## config.mk

```make
export PLATFORM = sky130hd
export DESIGN_NAME = sorted_timer_queue
export DESIGN_NICKNAME = d
export VERILOG_FILES = /design/src/hw/rtl/stq_pkg.sv /design/src/hw/rtl/stq_ctrl.sv /design/src/hw/rtl/stq_dp.sv /design/src/hw/rtl/sorted_timer_queue.sv
export SDC_FILE = /design/constraint.sdc
export NUM_CORES = 2
export LEC_CHECK = 0
export ABC_CLOCK_PERIOD_IN_PS = 10200
export BUFFER_PORTS_ARGS = -buffer_cell sky130_fd_sc_hd__buf_2
export CAP_MARGIN = 5
export CORE_MARGIN = 10
export CORE_UTILIZATION = 45
export CTS_BUF_LIST = sky130_fd_sc_hd__clkbuf_16
export CTS_CLUSTER_DIAMETER = 200
export DETAILED_ROUTE_END_ITERATION = 12
export PLACE_DENSITY = 0.71
export SYNTH_ARGS = -nofsm -noshare
export SYNTH_HDL_FRONTEND = slang
export SYNTH_SLANG_ARGS = --single-unit
```

## constraint.sdc

```tcl
create_clock -name clk -period 10.2 [get_ports clk]
set_input_delay 0.51 -clock clk [delete_from_list [all_inputs] [get_ports clk]]
set_output_delay 0.51 -clock clk [all_outputs]
set_load 0.02 [all_outputs]
```

## src/hw/rtl/stq_pkg.sv

```systemverilog
// Shared types and codes for the sorted timer queue.
// Used by stq_ctrl, stq_dp and sorted_timer_queue; depends on nothing.
package stq_pkg;

  typedef enum logic [1:0] {
    OP_POST   = 2'd0,
    OP_CANCEL = 2'd1,
    OP_TICK   = 2'd2
  } op_t;

  typedef enum logic [2:0] {
    KIND_POSTED    = 3'd0,
    KIND_REJECTED  = 3'd1,
    KIND_CANCELLED = 3'd2,
    KIND_EXPIRY    = 3'd3,
    KIND_IDLE      = 3'd4
  } kind_t;

  typedef struct packed {
    logic [1:0]  operation;
    logic [23:0] delay;
    logic [23:0] interval;
    logic [31:0] cancel_id;
  } in_t;

  typedef struct packed {
    logic [2:0]  kind;
    logic [31:0] message_id;
    logic        last;
  } out_t;

  typedef struct packed {
    logic [31:0] id;
    logic [47:0] deadline;
    logic [23:0] period;
    logic        immediate;
  } entry_t;

  typedef enum logic [3:0] {
    CMD_NONE     = 4'd0,
    CMD_START    = 4'd1,
    CMD_INS_RD   = 4'd2,
    CMD_INS_WR   = 4'd3,
    CMD_CMP_RD   = 4'd4,
    CMD_CMP_WR   = 4'd5,
    CMD_DUE_RD   = 4'd6,
    CMD_DUE_EMIT = 4'd7,
    CMD_RESULT   = 4'd8
  } step_t;

  typedef struct packed {
    step_t step;
    kind_t kind;
  } cmd_t;

  typedef struct packed {
    logic full;
    logic k_zero;
    logic ins_stop;
    logic cmp_end;
    logic ndue_zero;
    logic due_per_nz;
    logic due_last;
    logic slot_free;
  } stat_t;

endpackage

```

## src/hw/rtl/stq_ctrl.sv

```systemverilog
// Sequencing state machine for the sorted timer queue.
// Depends on stq_pkg; drives commands into stq_dp and reads its status.
module stq_ctrl (
  input  logic              clk,
  input  logic              rst_n,
  input  logic              in_valid,
  input  logic [1:0]        in_op,
  output logic              in_stall,
  input  stq_pkg::stat_t    st,
  output stq_pkg::cmd_t     cmd
);

  typedef enum logic [7:0] {
    S_IDLE     = 8'b0000_0001,
    S_INS_RD   = 8'b0000_0010,
    S_INS_WR   = 8'b0000_0100,
    S_CMP_RD   = 8'b0000_1000,
    S_CMP_WR   = 8'b0001_0000,
    S_DUE_RD   = 8'b0010_0000,
    S_DUE_EMIT = 8'b0100_0000,
    S_RESULT   = 8'b1000_0000
  } state_t;

  state_t              state_r, state_nxt;
  logic [1:0]          op_r, op_nxt;
  stq_pkg::kind_t      kind_r, kind_nxt;
  logic                last_r, last_nxt;
  state_t              ins_done_state;

  assign in_stall = (state_r != S_IDLE);

  // where an insertion returns to
  always_comb begin
    if (op_r == stq_pkg::OP_POST) begin
      ins_done_state = S_RESULT;
    end else if (last_r) begin
      ins_done_state = S_IDLE;
    end else begin
      ins_done_state = S_DUE_RD;
    end
  end

  always_comb begin
    state_nxt = state_r;
    op_nxt    = op_r;
    kind_nxt  = kind_r;
    last_nxt  = last_r;
    cmd.step  = stq_pkg::CMD_NONE;
    cmd.kind  = kind_r;
    unique case (state_r)
      S_IDLE: begin
        if (in_valid) begin
          cmd.step = stq_pkg::CMD_START;
          op_nxt   = in_op;
          case (in_op)
            stq_pkg::OP_POST: begin
              if (st.full) begin
                kind_nxt  = stq_pkg::KIND_REJECTED;
                state_nxt = S_RESULT;
              end else begin
                kind_nxt  = stq_pkg::KIND_POSTED;
                state_nxt = S_INS_RD;
              end
            end
            stq_pkg::OP_CANCEL: begin
              kind_nxt  = stq_pkg::KIND_CANCELLED;
              state_nxt = S_CMP_RD;
            end
            stq_pkg::OP_TICK: begin
              kind_nxt  = stq_pkg::KIND_IDLE;
              state_nxt = S_CMP_RD;
            end
            default: state_nxt = S_IDLE;
          endcase
        end
      end
      S_INS_RD: begin
        cmd.step  = stq_pkg::CMD_INS_RD;
        state_nxt = st.k_zero ? ins_done_state : S_INS_WR;
      end
      S_INS_WR: begin
        cmd.step  = stq_pkg::CMD_INS_WR;
        state_nxt = st.ins_stop ? ins_done_state : S_INS_RD;
      end
      S_CMP_RD: begin
        cmd.step = stq_pkg::CMD_CMP_RD;
        if (!st.cmp_end) begin
          state_nxt = S_CMP_WR;
        end else if (op_r == stq_pkg::OP_CANCEL || st.ndue_zero) begin
          state_nxt = S_RESULT;
        end else begin
          state_nxt = S_DUE_RD;
        end
      end
      S_CMP_WR: begin
        cmd.step  = stq_pkg::CMD_CMP_WR;
        state_nxt = S_CMP_RD;
      end
      S_DUE_RD: begin
        cmd.step  = stq_pkg::CMD_DUE_RD;
        state_nxt = S_DUE_EMIT;
      end
      S_DUE_EMIT: begin
        if (st.slot_free) begin
          cmd.step = stq_pkg::CMD_DUE_EMIT;
          last_nxt = st.due_last;
          if (st.due_per_nz) begin
            state_nxt = S_INS_RD;
          end else if (st.due_last) begin
            state_nxt = S_IDLE;
          end else begin
            state_nxt = S_DUE_RD;
          end
        end
      end
      S_RESULT: begin
        if (st.slot_free) begin
          cmd.step  = stq_pkg::CMD_RESULT;
          state_nxt = S_IDLE;
        end
      end
      default: state_nxt = S_IDLE;
    endcase
  end

  always_ff @(posedge clk) begin
    if (!rst_n) begin
      state_r <= S_IDLE;
    end else begin
      state_r <= state_nxt;
    end
    op_r   <= op_nxt;
    kind_r <= kind_nxt;
    last_r <= last_nxt;
  end

endmodule

```

## src/hw/rtl/stq_dp.sv

```systemverilog
// Datapath of the sorted timer queue: timer table, due list, counters, result register.
// Depends on stq_pkg; sequenced by stq_ctrl.
module stq_dp #(
  parameter int QUEUE_DEPTH = 16
) (
  input  logic             clk,
  input  logic             rst_n,
  input  stq_pkg::in_t     in_data,
  input  stq_pkg::cmd_t    cmd,
  output stq_pkg::stat_t   st,
  output logic             out_valid,
  input  logic             out_stall,
  output stq_pkg::out_t    out_data
);

  localparam int AW = (QUEUE_DEPTH > 1) ? $clog2(QUEUE_DEPTH) : 1;
  localparam int CW = $clog2(QUEUE_DEPTH + 1);

  stq_pkg::entry_t tbl_mem [QUEUE_DEPTH];
  stq_pkg::entry_t due_mem [QUEUE_DEPTH];

  stq_pkg::entry_t tbl_q, due_q, ins_r, reins;
  logic [CW-1:0]   cnt_r, k_r, r_r, w_r, ndue_r, j_r, k_m1;
  logic [47:0]     now_r, reins_base;
  logic [31:0]     nid_r, cid_r;
  logic [1:0]      op_r;
  logic            out_valid_r;
  stq_pkg::out_t   out_r;
  logic            remove;

  logic            tbl_we, tbl_re, due_we, due_re;
  logic [AW-1:0]   tbl_waddr, tbl_raddr, due_waddr, due_raddr;
  stq_pkg::entry_t tbl_wdata;

  assign k_m1 = k_r - CW'(1);

  assign remove = (op_r == stq_pkg::OP_CANCEL) ? (tbl_q.id == cid_r)
                : (tbl_q.immediate || (now_r >= tbl_q.deadline));

  assign reins_base      = due_q.immediate ? now_r : due_q.deadline;
  assign reins.id        = due_q.id;
  assign reins.deadline  = reins_base + {24'd0, due_q.period};
  assign reins.period    = due_q.period;
  assign reins.immediate = 1'b0;

  assign st.full       = (cnt_r == CW'(QUEUE_DEPTH));
  assign st.k_zero     = (k_r == '0);
  assign st.ins_stop   = tbl_q.immediate
                       || (!ins_r.immediate && (tbl_q.deadline <= ins_r.deadline));
  assign st.cmp_end    = (r_r == cnt_r);
  assign st.ndue_zero  = (ndue_r == '0);
  assign st.due_per_nz = (due_q.period != '0);
  assign st.due_last   = ((j_r + CW'(1)) == ndue_r);
  assign st.slot_free  = !out_valid_r || !out_stall;

  assign out_valid = out_valid_r;
  assign out_data  = out_r;

  always_comb begin
    tbl_we    = 1'b0;
    tbl_re    = 1'b0;
    due_we    = 1'b0;
    due_re    = 1'b0;
    tbl_waddr = k_r[AW-1:0];
    tbl_raddr = r_r[AW-1:0];
    due_waddr = ndue_r[AW-1:0];
    due_raddr = j_r[AW-1:0];
    tbl_wdata = ins_r;
    case (cmd.step)
      stq_pkg::CMD_INS_RD: begin
        if (st.k_zero) begin
          tbl_we    = 1'b1;
          tbl_waddr = '0;
        end else begin
          tbl_re    = 1'b1;
          tbl_raddr = k_m1[AW-1:0];
        end
      end
      stq_pkg::CMD_INS_WR: begin
        // shift the larger entry up one slot, or drop the new one in
        tbl_we    = 1'b1;
        tbl_wdata = st.ins_stop ? ins_r : tbl_q;
      end
      stq_pkg::CMD_CMP_RD: tbl_re = !st.cmp_end;
      stq_pkg::CMD_CMP_WR: begin
        if (!remove) begin
          tbl_we    = 1'b1;
          tbl_waddr = w_r[AW-1:0];
          tbl_wdata = tbl_q;
        end else if (op_r == stq_pkg::OP_TICK) begin
          due_we = 1'b1;
        end
      end
      stq_pkg::CMD_DUE_RD: due_re = 1'b1;
      default: ;
    endcase
  end

  always_ff @(posedge clk) begin
    if (tbl_we) begin
      tbl_mem[tbl_waddr] <= tbl_wdata;
    end
    if (tbl_re) begin
      tbl_q <= tbl_mem[tbl_raddr];
    end
  end

  always_ff @(posedge clk) begin
    if (due_we) begin
      due_mem[due_waddr] <= tbl_q;
    end
    if (due_re) begin
      due_q <= due_mem[due_raddr];
    end
  end

  always_ff @(posedge clk) begin
    if (!rst_n) begin
      cnt_r       <= '0;
      now_r       <= '0;
      nid_r       <= '0;
      out_valid_r <= 1'b0;
    end else begin
      // a new result loaded this cycle keeps the register valid
      if (out_valid_r && !out_stall && cmd.step != stq_pkg::CMD_DUE_EMIT
          && cmd.step != stq_pkg::CMD_RESULT) begin
        out_valid_r <= 1'b0;
      end
      case (cmd.step)
        stq_pkg::CMD_START: begin
          op_r   <= in_data.operation;
          cid_r  <= in_data.cancel_id;
          r_r    <= '0;
          w_r    <= '0;
          ndue_r <= '0;
          j_r    <= '0;
          k_r    <= cnt_r;
          if (in_data.operation == stq_pkg::OP_POST && !st.full) begin
            ins_r.id        <= nid_r;
            ins_r.immediate <= (in_data.delay == '0);
            ins_r.deadline  <= (in_data.delay == '0) ? 48'd0
                             : now_r + {24'd0, in_data.delay};
            ins_r.period    <= in_data.interval;
            nid_r           <= nid_r + 32'd1;
          end
          if (in_data.operation == stq_pkg::OP_TICK) begin
            now_r <= now_r + 48'd1;
          end
        end
        stq_pkg::CMD_INS_RD: begin
          if (st.k_zero) begin
            cnt_r <= cnt_r + CW'(1);
          end
        end
        stq_pkg::CMD_INS_WR: begin
          if (st.ins_stop) begin
            cnt_r <= cnt_r + CW'(1);
          end else begin
            k_r <= k_m1;
          end
        end
        stq_pkg::CMD_CMP_RD: begin
          if (st.cmp_end) begin
            cnt_r <= w_r;
          end
        end
        stq_pkg::CMD_CMP_WR: begin
          r_r <= r_r + CW'(1);
          if (!remove) begin
            w_r <= w_r + CW'(1);
          end else if (op_r == stq_pkg::OP_TICK) begin
            ndue_r <= ndue_r + CW'(1);
          end
        end
        stq_pkg::CMD_DUE_EMIT: begin
          out_valid_r      <= 1'b1;
          out_r.kind       <= stq_pkg::KIND_EXPIRY;
          out_r.message_id <= due_q.id;
          out_r.last       <= st.due_last;
          j_r              <= j_r + CW'(1);
          if (st.due_per_nz) begin
            ins_r <= reins;
            k_r   <= cnt_r;
          end
        end
        stq_pkg::CMD_RESULT: begin
          out_valid_r <= 1'b1;
          out_r.kind  <= cmd.kind;
          out_r.last  <= 1'b1;
          case (cmd.kind)
            stq_pkg::KIND_POSTED:    out_r.message_id <= ins_r.id;
            stq_pkg::KIND_CANCELLED: out_r.message_id <= cid_r;
            default:                 out_r.message_id <= '0;
          endcase
        end
        default: ;
      endcase
    end
  end

endmodule

```

## src/hw/rtl/sorted_timer_queue.sv

```systemverilog
// Sorted timer queue: a deadline-ordered table of up to QUEUE_DEPTH timers with post,
// cancel and tick operations. One operation is worked at a time; the table sits in a
// single-write, registered-read memory and every table walk steps through its entries
// with a read state and a write state. Post: walk from the table tail down to the insert
// point, shifting later entries up, then report; a rejected post reports at once.
// Cancel: compact the whole table, then report. Tick: compact the table, moving due
// entries to the due list; report idle when nothing is due, else emit each expiry in turn
// and re-insert a periodic timer with the post walk. A stalled output holds each result
// back until the output register is free. A new operation is taken once the last result
// sits in the output register and any re-insert has finished. Depends on stq_pkg, stq_ctrl and stq_dp.
module sorted_timer_queue #(
  parameter int QUEUE_DEPTH = 16
) (
  input  logic           clk,
  input  logic           rst_n,
  input  logic           in_valid,
  output logic           in_stall,
  input  stq_pkg::in_t   in_data,
  output logic           out_valid,
  input  logic           out_stall,
  output stq_pkg::out_t  out_data
);

  stq_pkg::cmd_t  cmd;
  stq_pkg::stat_t st;

  stq_ctrl u_ctrl (
    .clk      (clk),
    .rst_n    (rst_n),
    .in_valid (in_valid),
    .in_op    (in_data.operation),
    .in_stall (in_stall),
    .st       (st),
    .cmd      (cmd)
  );

  stq_dp #(
    .QUEUE_DEPTH (QUEUE_DEPTH)
  ) u_dp (
    .clk       (clk),
    .rst_n     (rst_n),
    .in_data   (in_data),
    .cmd       (cmd),
    .st        (st),
    .out_valid (out_valid),
    .out_stall (out_stall),
    .out_data  (out_data)
  );

  // any valid operation that is accepted makes the block busy in the following cycle
  a_busy_after_op: assert property (@(posedge clk) disable iff (!rst_n)
    in_valid && !in_stall && (in_data.operation == stq_pkg::OP_POST
      || in_data.operation == stq_pkg::OP_CANCEL || in_data.operation == stq_pkg::OP_TICK)
    |=> in_stall)
    else $error("operation accepted without going busy");

  // only expiries can be non-final results
  a_single_last: assert property (@(posedge clk) disable iff (!rst_n)
    out_valid && out_data.kind != stq_pkg::KIND_EXPIRY |-> out_data.last)
    else $error("non-expiry result without last");

  // a post is rejected only when the table is full
  a_reject_full: assert property (@(posedge clk) disable iff (!rst_n)
    cmd.step == stq_pkg::CMD_START && in_data.operation == stq_pkg::OP_POST && !st.full
    |=> !(cmd.kind == stq_pkg::KIND_REJECTED))
    else $error("post rejected with room in table");

endmodule

```

==> impl_metrics.toml <==
[yosys]
yosysUniqueCellTypes = 77
netlist_area_mm2 = 0.154
yosys_most_used_dff = "edfxtp_1"
ys_ff_latch = 3870
syn-num-nets = 7935
ys_seq_area_frac = 0.748
synth_area_leader_cell = "edfxtp_1"
syn_avg_cell_area_um2 = 20.0
synthAdderAreaFrac = 0.0132
synth_top_area_frac = 0.736
synth_edf_count = 3776
async_reset_ff_frac = 0
muxShareOfSynthArea = 0.148
ys_warn_count = 0
synth_top_family_by_area = "multiplexers"
synth_xor_area_frac = 0.0116
synthCells = 7687
synth_compound_area_frac = 0.0272
synth_simple_gate_area_frac = 0.0369
netlist_top_cells_area = "edfxtp_1 74%, mux4_2 14%, nand2_1 1.3%, ha_1 1.3%, dfxtp_1 1.2%"

[clocking]
cts_buffer_depth = 4
cts_buffers = 377
clkSinkCount = 3870
cts_resized = 0
clockRootBuffer = "clkbuf_16"
htree_levels = 5
clkTransAtPathRegs_ns = 0.07
cts_tree = "yes"
clock_latency_ns = 0.91

[cells_and_area]
drive_gt1_frac = 0.233
regArea_mm2 = 0.115
layout_commonest_cell = "edfxtp_1"
nets = 8227
layout.cells.non_filler = 12800
final_cell_mix = "3,776 x edfxtp_1, 945 x mux4_2, 553 x nand2_1"
utilization = 0.510
area_delta_synth_final_pct = 12.6
multi_input_area_mm2 = 0.0369
fill_cells = 26000

[drt]
route.antenna.remaining_nets = 0
wl_per_cell_um = 30.8
via_per_inst = 6.15
routed_wl_um = 395000
drt_iter0_drc = 10900
vias = 79000
drt_first_pass_iters = 9
drc = 0

[timing]
slew_headroom = 0.165
finalCritPeriodShare = 0.651
layout_setup_ws_ns = 3.56
fin_skew_ns = 0.0782
max_freq_mhz = 151
hold_violations = 0
slew_viol_final = 0
setup_violations = 0
fin_tns_setup_ns = 0
tightest_slew_ns = 1.22
fin_crit_ns = 6.64
rsz0062_at_grt = "false"
hold_ws_ns = 0.0494

[floorplanning]
die_x_um = 605
die_h_um = 605
start_util = 0.453
row_count = 214
core_area_mm2 = 0.340
die-area_mm2 = 0.366
num_io_pins = 124

[place]
post-place-cells = 12100
portBuffers = 123
place_ws_ns = 3.60
post-dp-hpwl_um = 222000
routabilityCongestion = 0.961

[worst_setup_path]
max_stage_delay_ns = 1.06
rr_startpoint = "u_dp.tbl_q[53]$_DFFE_PP_"
r2r_cells = 12
cp-start-kind = "flop"
arrival_ns = 7.15
r2r-end = "u_dp.tbl_mem[7][60]$_DFFE_PP_"
critical_path.max_fanout = 31
cp-startpoint = "u_dp.tbl_q[53]$_DFFE_PP_"
r2r_slack_ns = 3.56
worst_ep_required_time_ns = 10.71
cpMaxStageDelayCell = "mux2i_1"
path_common_cell = "inv_1"
crit_chain = "inv_1 -> ha_1 -> nand4_1 -> or3_1 -> a2111oi_0 -> o31a_1 -> nor4b_2 -> o211ai_1 -> inv_1 -> nor2_4 -> buf_4 -> mux2i_1"
critical_path_class = "reg -> reg"
end_kind = "flop"

[run]
cap_violations = 0

[grt]
grt_pass1_wl_um = 569000
grtUsageTotal = 0.211
grt_max_degree = 144
antenna_found_initial = 26
grt-ovfl-total = 0
grt_pass1_vias = 79500

[power]
powerDensity_mw_per_mm2 = 192
p_leak_nw = 55.8
ir_drop_uv = 144

[hold_path]
holdPathEnd = "u_ctrl.state_r[7]$_SDFFE_PN0P_"
worstHoldStart = "rst_n"
hold-path-cell-count = 3
min_path_type = "in -> reg"

[outcome]
status = "finished clean"
[cell families (layout without fill, tap and decap cells)]
| logic type | Yosys count | in the layout |
|---|---|---|
| and+or+nand+nor | 1184 | 1184 |
| DFF | 3870 | 3870 |
| adders and majority gates | 162 | 162 |
| muxes | 1094 | 1094 |
| buffers and inverters | 526 | 1127 |
| other | 0 | 10 |
| xor gates and xnor gates | 204 | 204 |
| AOI/OAI and AO/OA | 647 | 647 |
[flip-flops by register name, indices dropped and copies added (netlist names), 2 cells and up]
signal          cells
u_ctrl.kind_r       3
u_ctrl.op_r         2
u_ctrl.state_r      8
u_dp.cid_r         32
u_dp.cnt_r          5
u_dp.due_mem     1680
u_dp.due_q        105
u_dp.ins_r        105
u_dp.j_r            5
u_dp.k_r            5
u_dp.ndue_r         5
u_dp.nid_r         32
u_dp.now_r         48
u_dp.op_r           2
u_dp.out_data      36
u_dp.r_r            5
u_dp.tbl_mem     1680
u_dp.tbl_q        105
u_dp.w_r            5
[cell type report]
cell class | count | share of cell area
Sequential cell | 3870 | 0.664
Multi-Input combinational cell | 3291 | 0.213
Clock buffer | 388 | 0.0560
Tap cell | 4536 | 0.0327
Clock inverter | 300 | 0.0168
Timing Repair Buffer | 297 | 0.0142
Inverter | 142 | 0.00311
Antenna cell | 10 | 0.000144
[synthesized netlist by cell type (39+ instances only)]
master	number
xor2_1	121
inv_1	142
mux2i_1	65
and3_1	39
nor2_1	161
nand3_1	68
a21oi_1	110
nand2_1	554
clkbuf_1	236
a211oi_1	116
o22ai_1	47
ha_1	160
buf_2	52
a31oi_1	117
dfxtp_1	94
edfxtp_1	3776
xnor2_1	83
o21ai_0	103
mux2_2	81
nand4_1	57
mux4_2	945
and2_1	122
buf_1	54
[stage by stage]
stage               power [W]  cell area, µm²
finish                 0.0333          174000
global route           0.0342          173000
detailed placement     0.0194          160000
global placement       0.0194          160000
floorplan              0.0189          154000
CTS                    0.0334          173000
[worst max-delay path, delay by kind of cell (launching register included)]
kind,cells,cell delay (ns)
DFF,1,0.89
muxes,1,1.06
AOI/OAI and AO/OA,3,1.41
and+or+nand+nor,4,1.45
adders and majority gates,1,0.32
buffers and inverters,3,1.05
[timing repair]
action / CTS / global route
endpoints found under the hold margin: 42 / 0
buffers inserted: 0 / 0
hold buffers: 38 / 0
endpoints found under the setup margin: 0 / 0
[worst max path at each step]
stage / to / slack [ns]
final: u_dp.tbl_mem[7][60]$_DFFE_PP_ / 3.56
after global routing: u_dp.tbl_mem[5][55]$_DFFE_PP_ / 3.25
after CTS: u_dp.tbl_mem[8][31]$_DFFE_PP_ / 3.53
after detailed placement: u_dp.tbl_mem[15][57]$_DFFE_PP_ / 3.60
after global placement: u_dp.tbl_mem[14][44]$_DFFE_PP_ / 3.62
after floorplan: u_dp.tbl_mem[2][0]$_DFFE_PP_ / 2.21
[layer usage]
metal | track usage | part of all wire | vias to the layer above
li1 | - | - | 32100
met1 | 0.293 | 0.38 | 41700
met2 | 0.332 | 0.47 | 4487
met3 | 0.0416 | 0.10 | 751
met4 | 0.0812 | 0.042 | 2
met5 | 0 | 0.000033 | -
[power breakdown]
group | switching [W] | internal (W) | total (W)
clock network | 0.00594 | 0.00824 | 0.0142
registers | 0.000143 | 0.0174 | 0.0176
logic | 0.000867 | 0.000682 | 0.00155
total | 0.00695 | 0.0263 | 0.0333
Note: power is estimated with default switching activity, not from simulation.
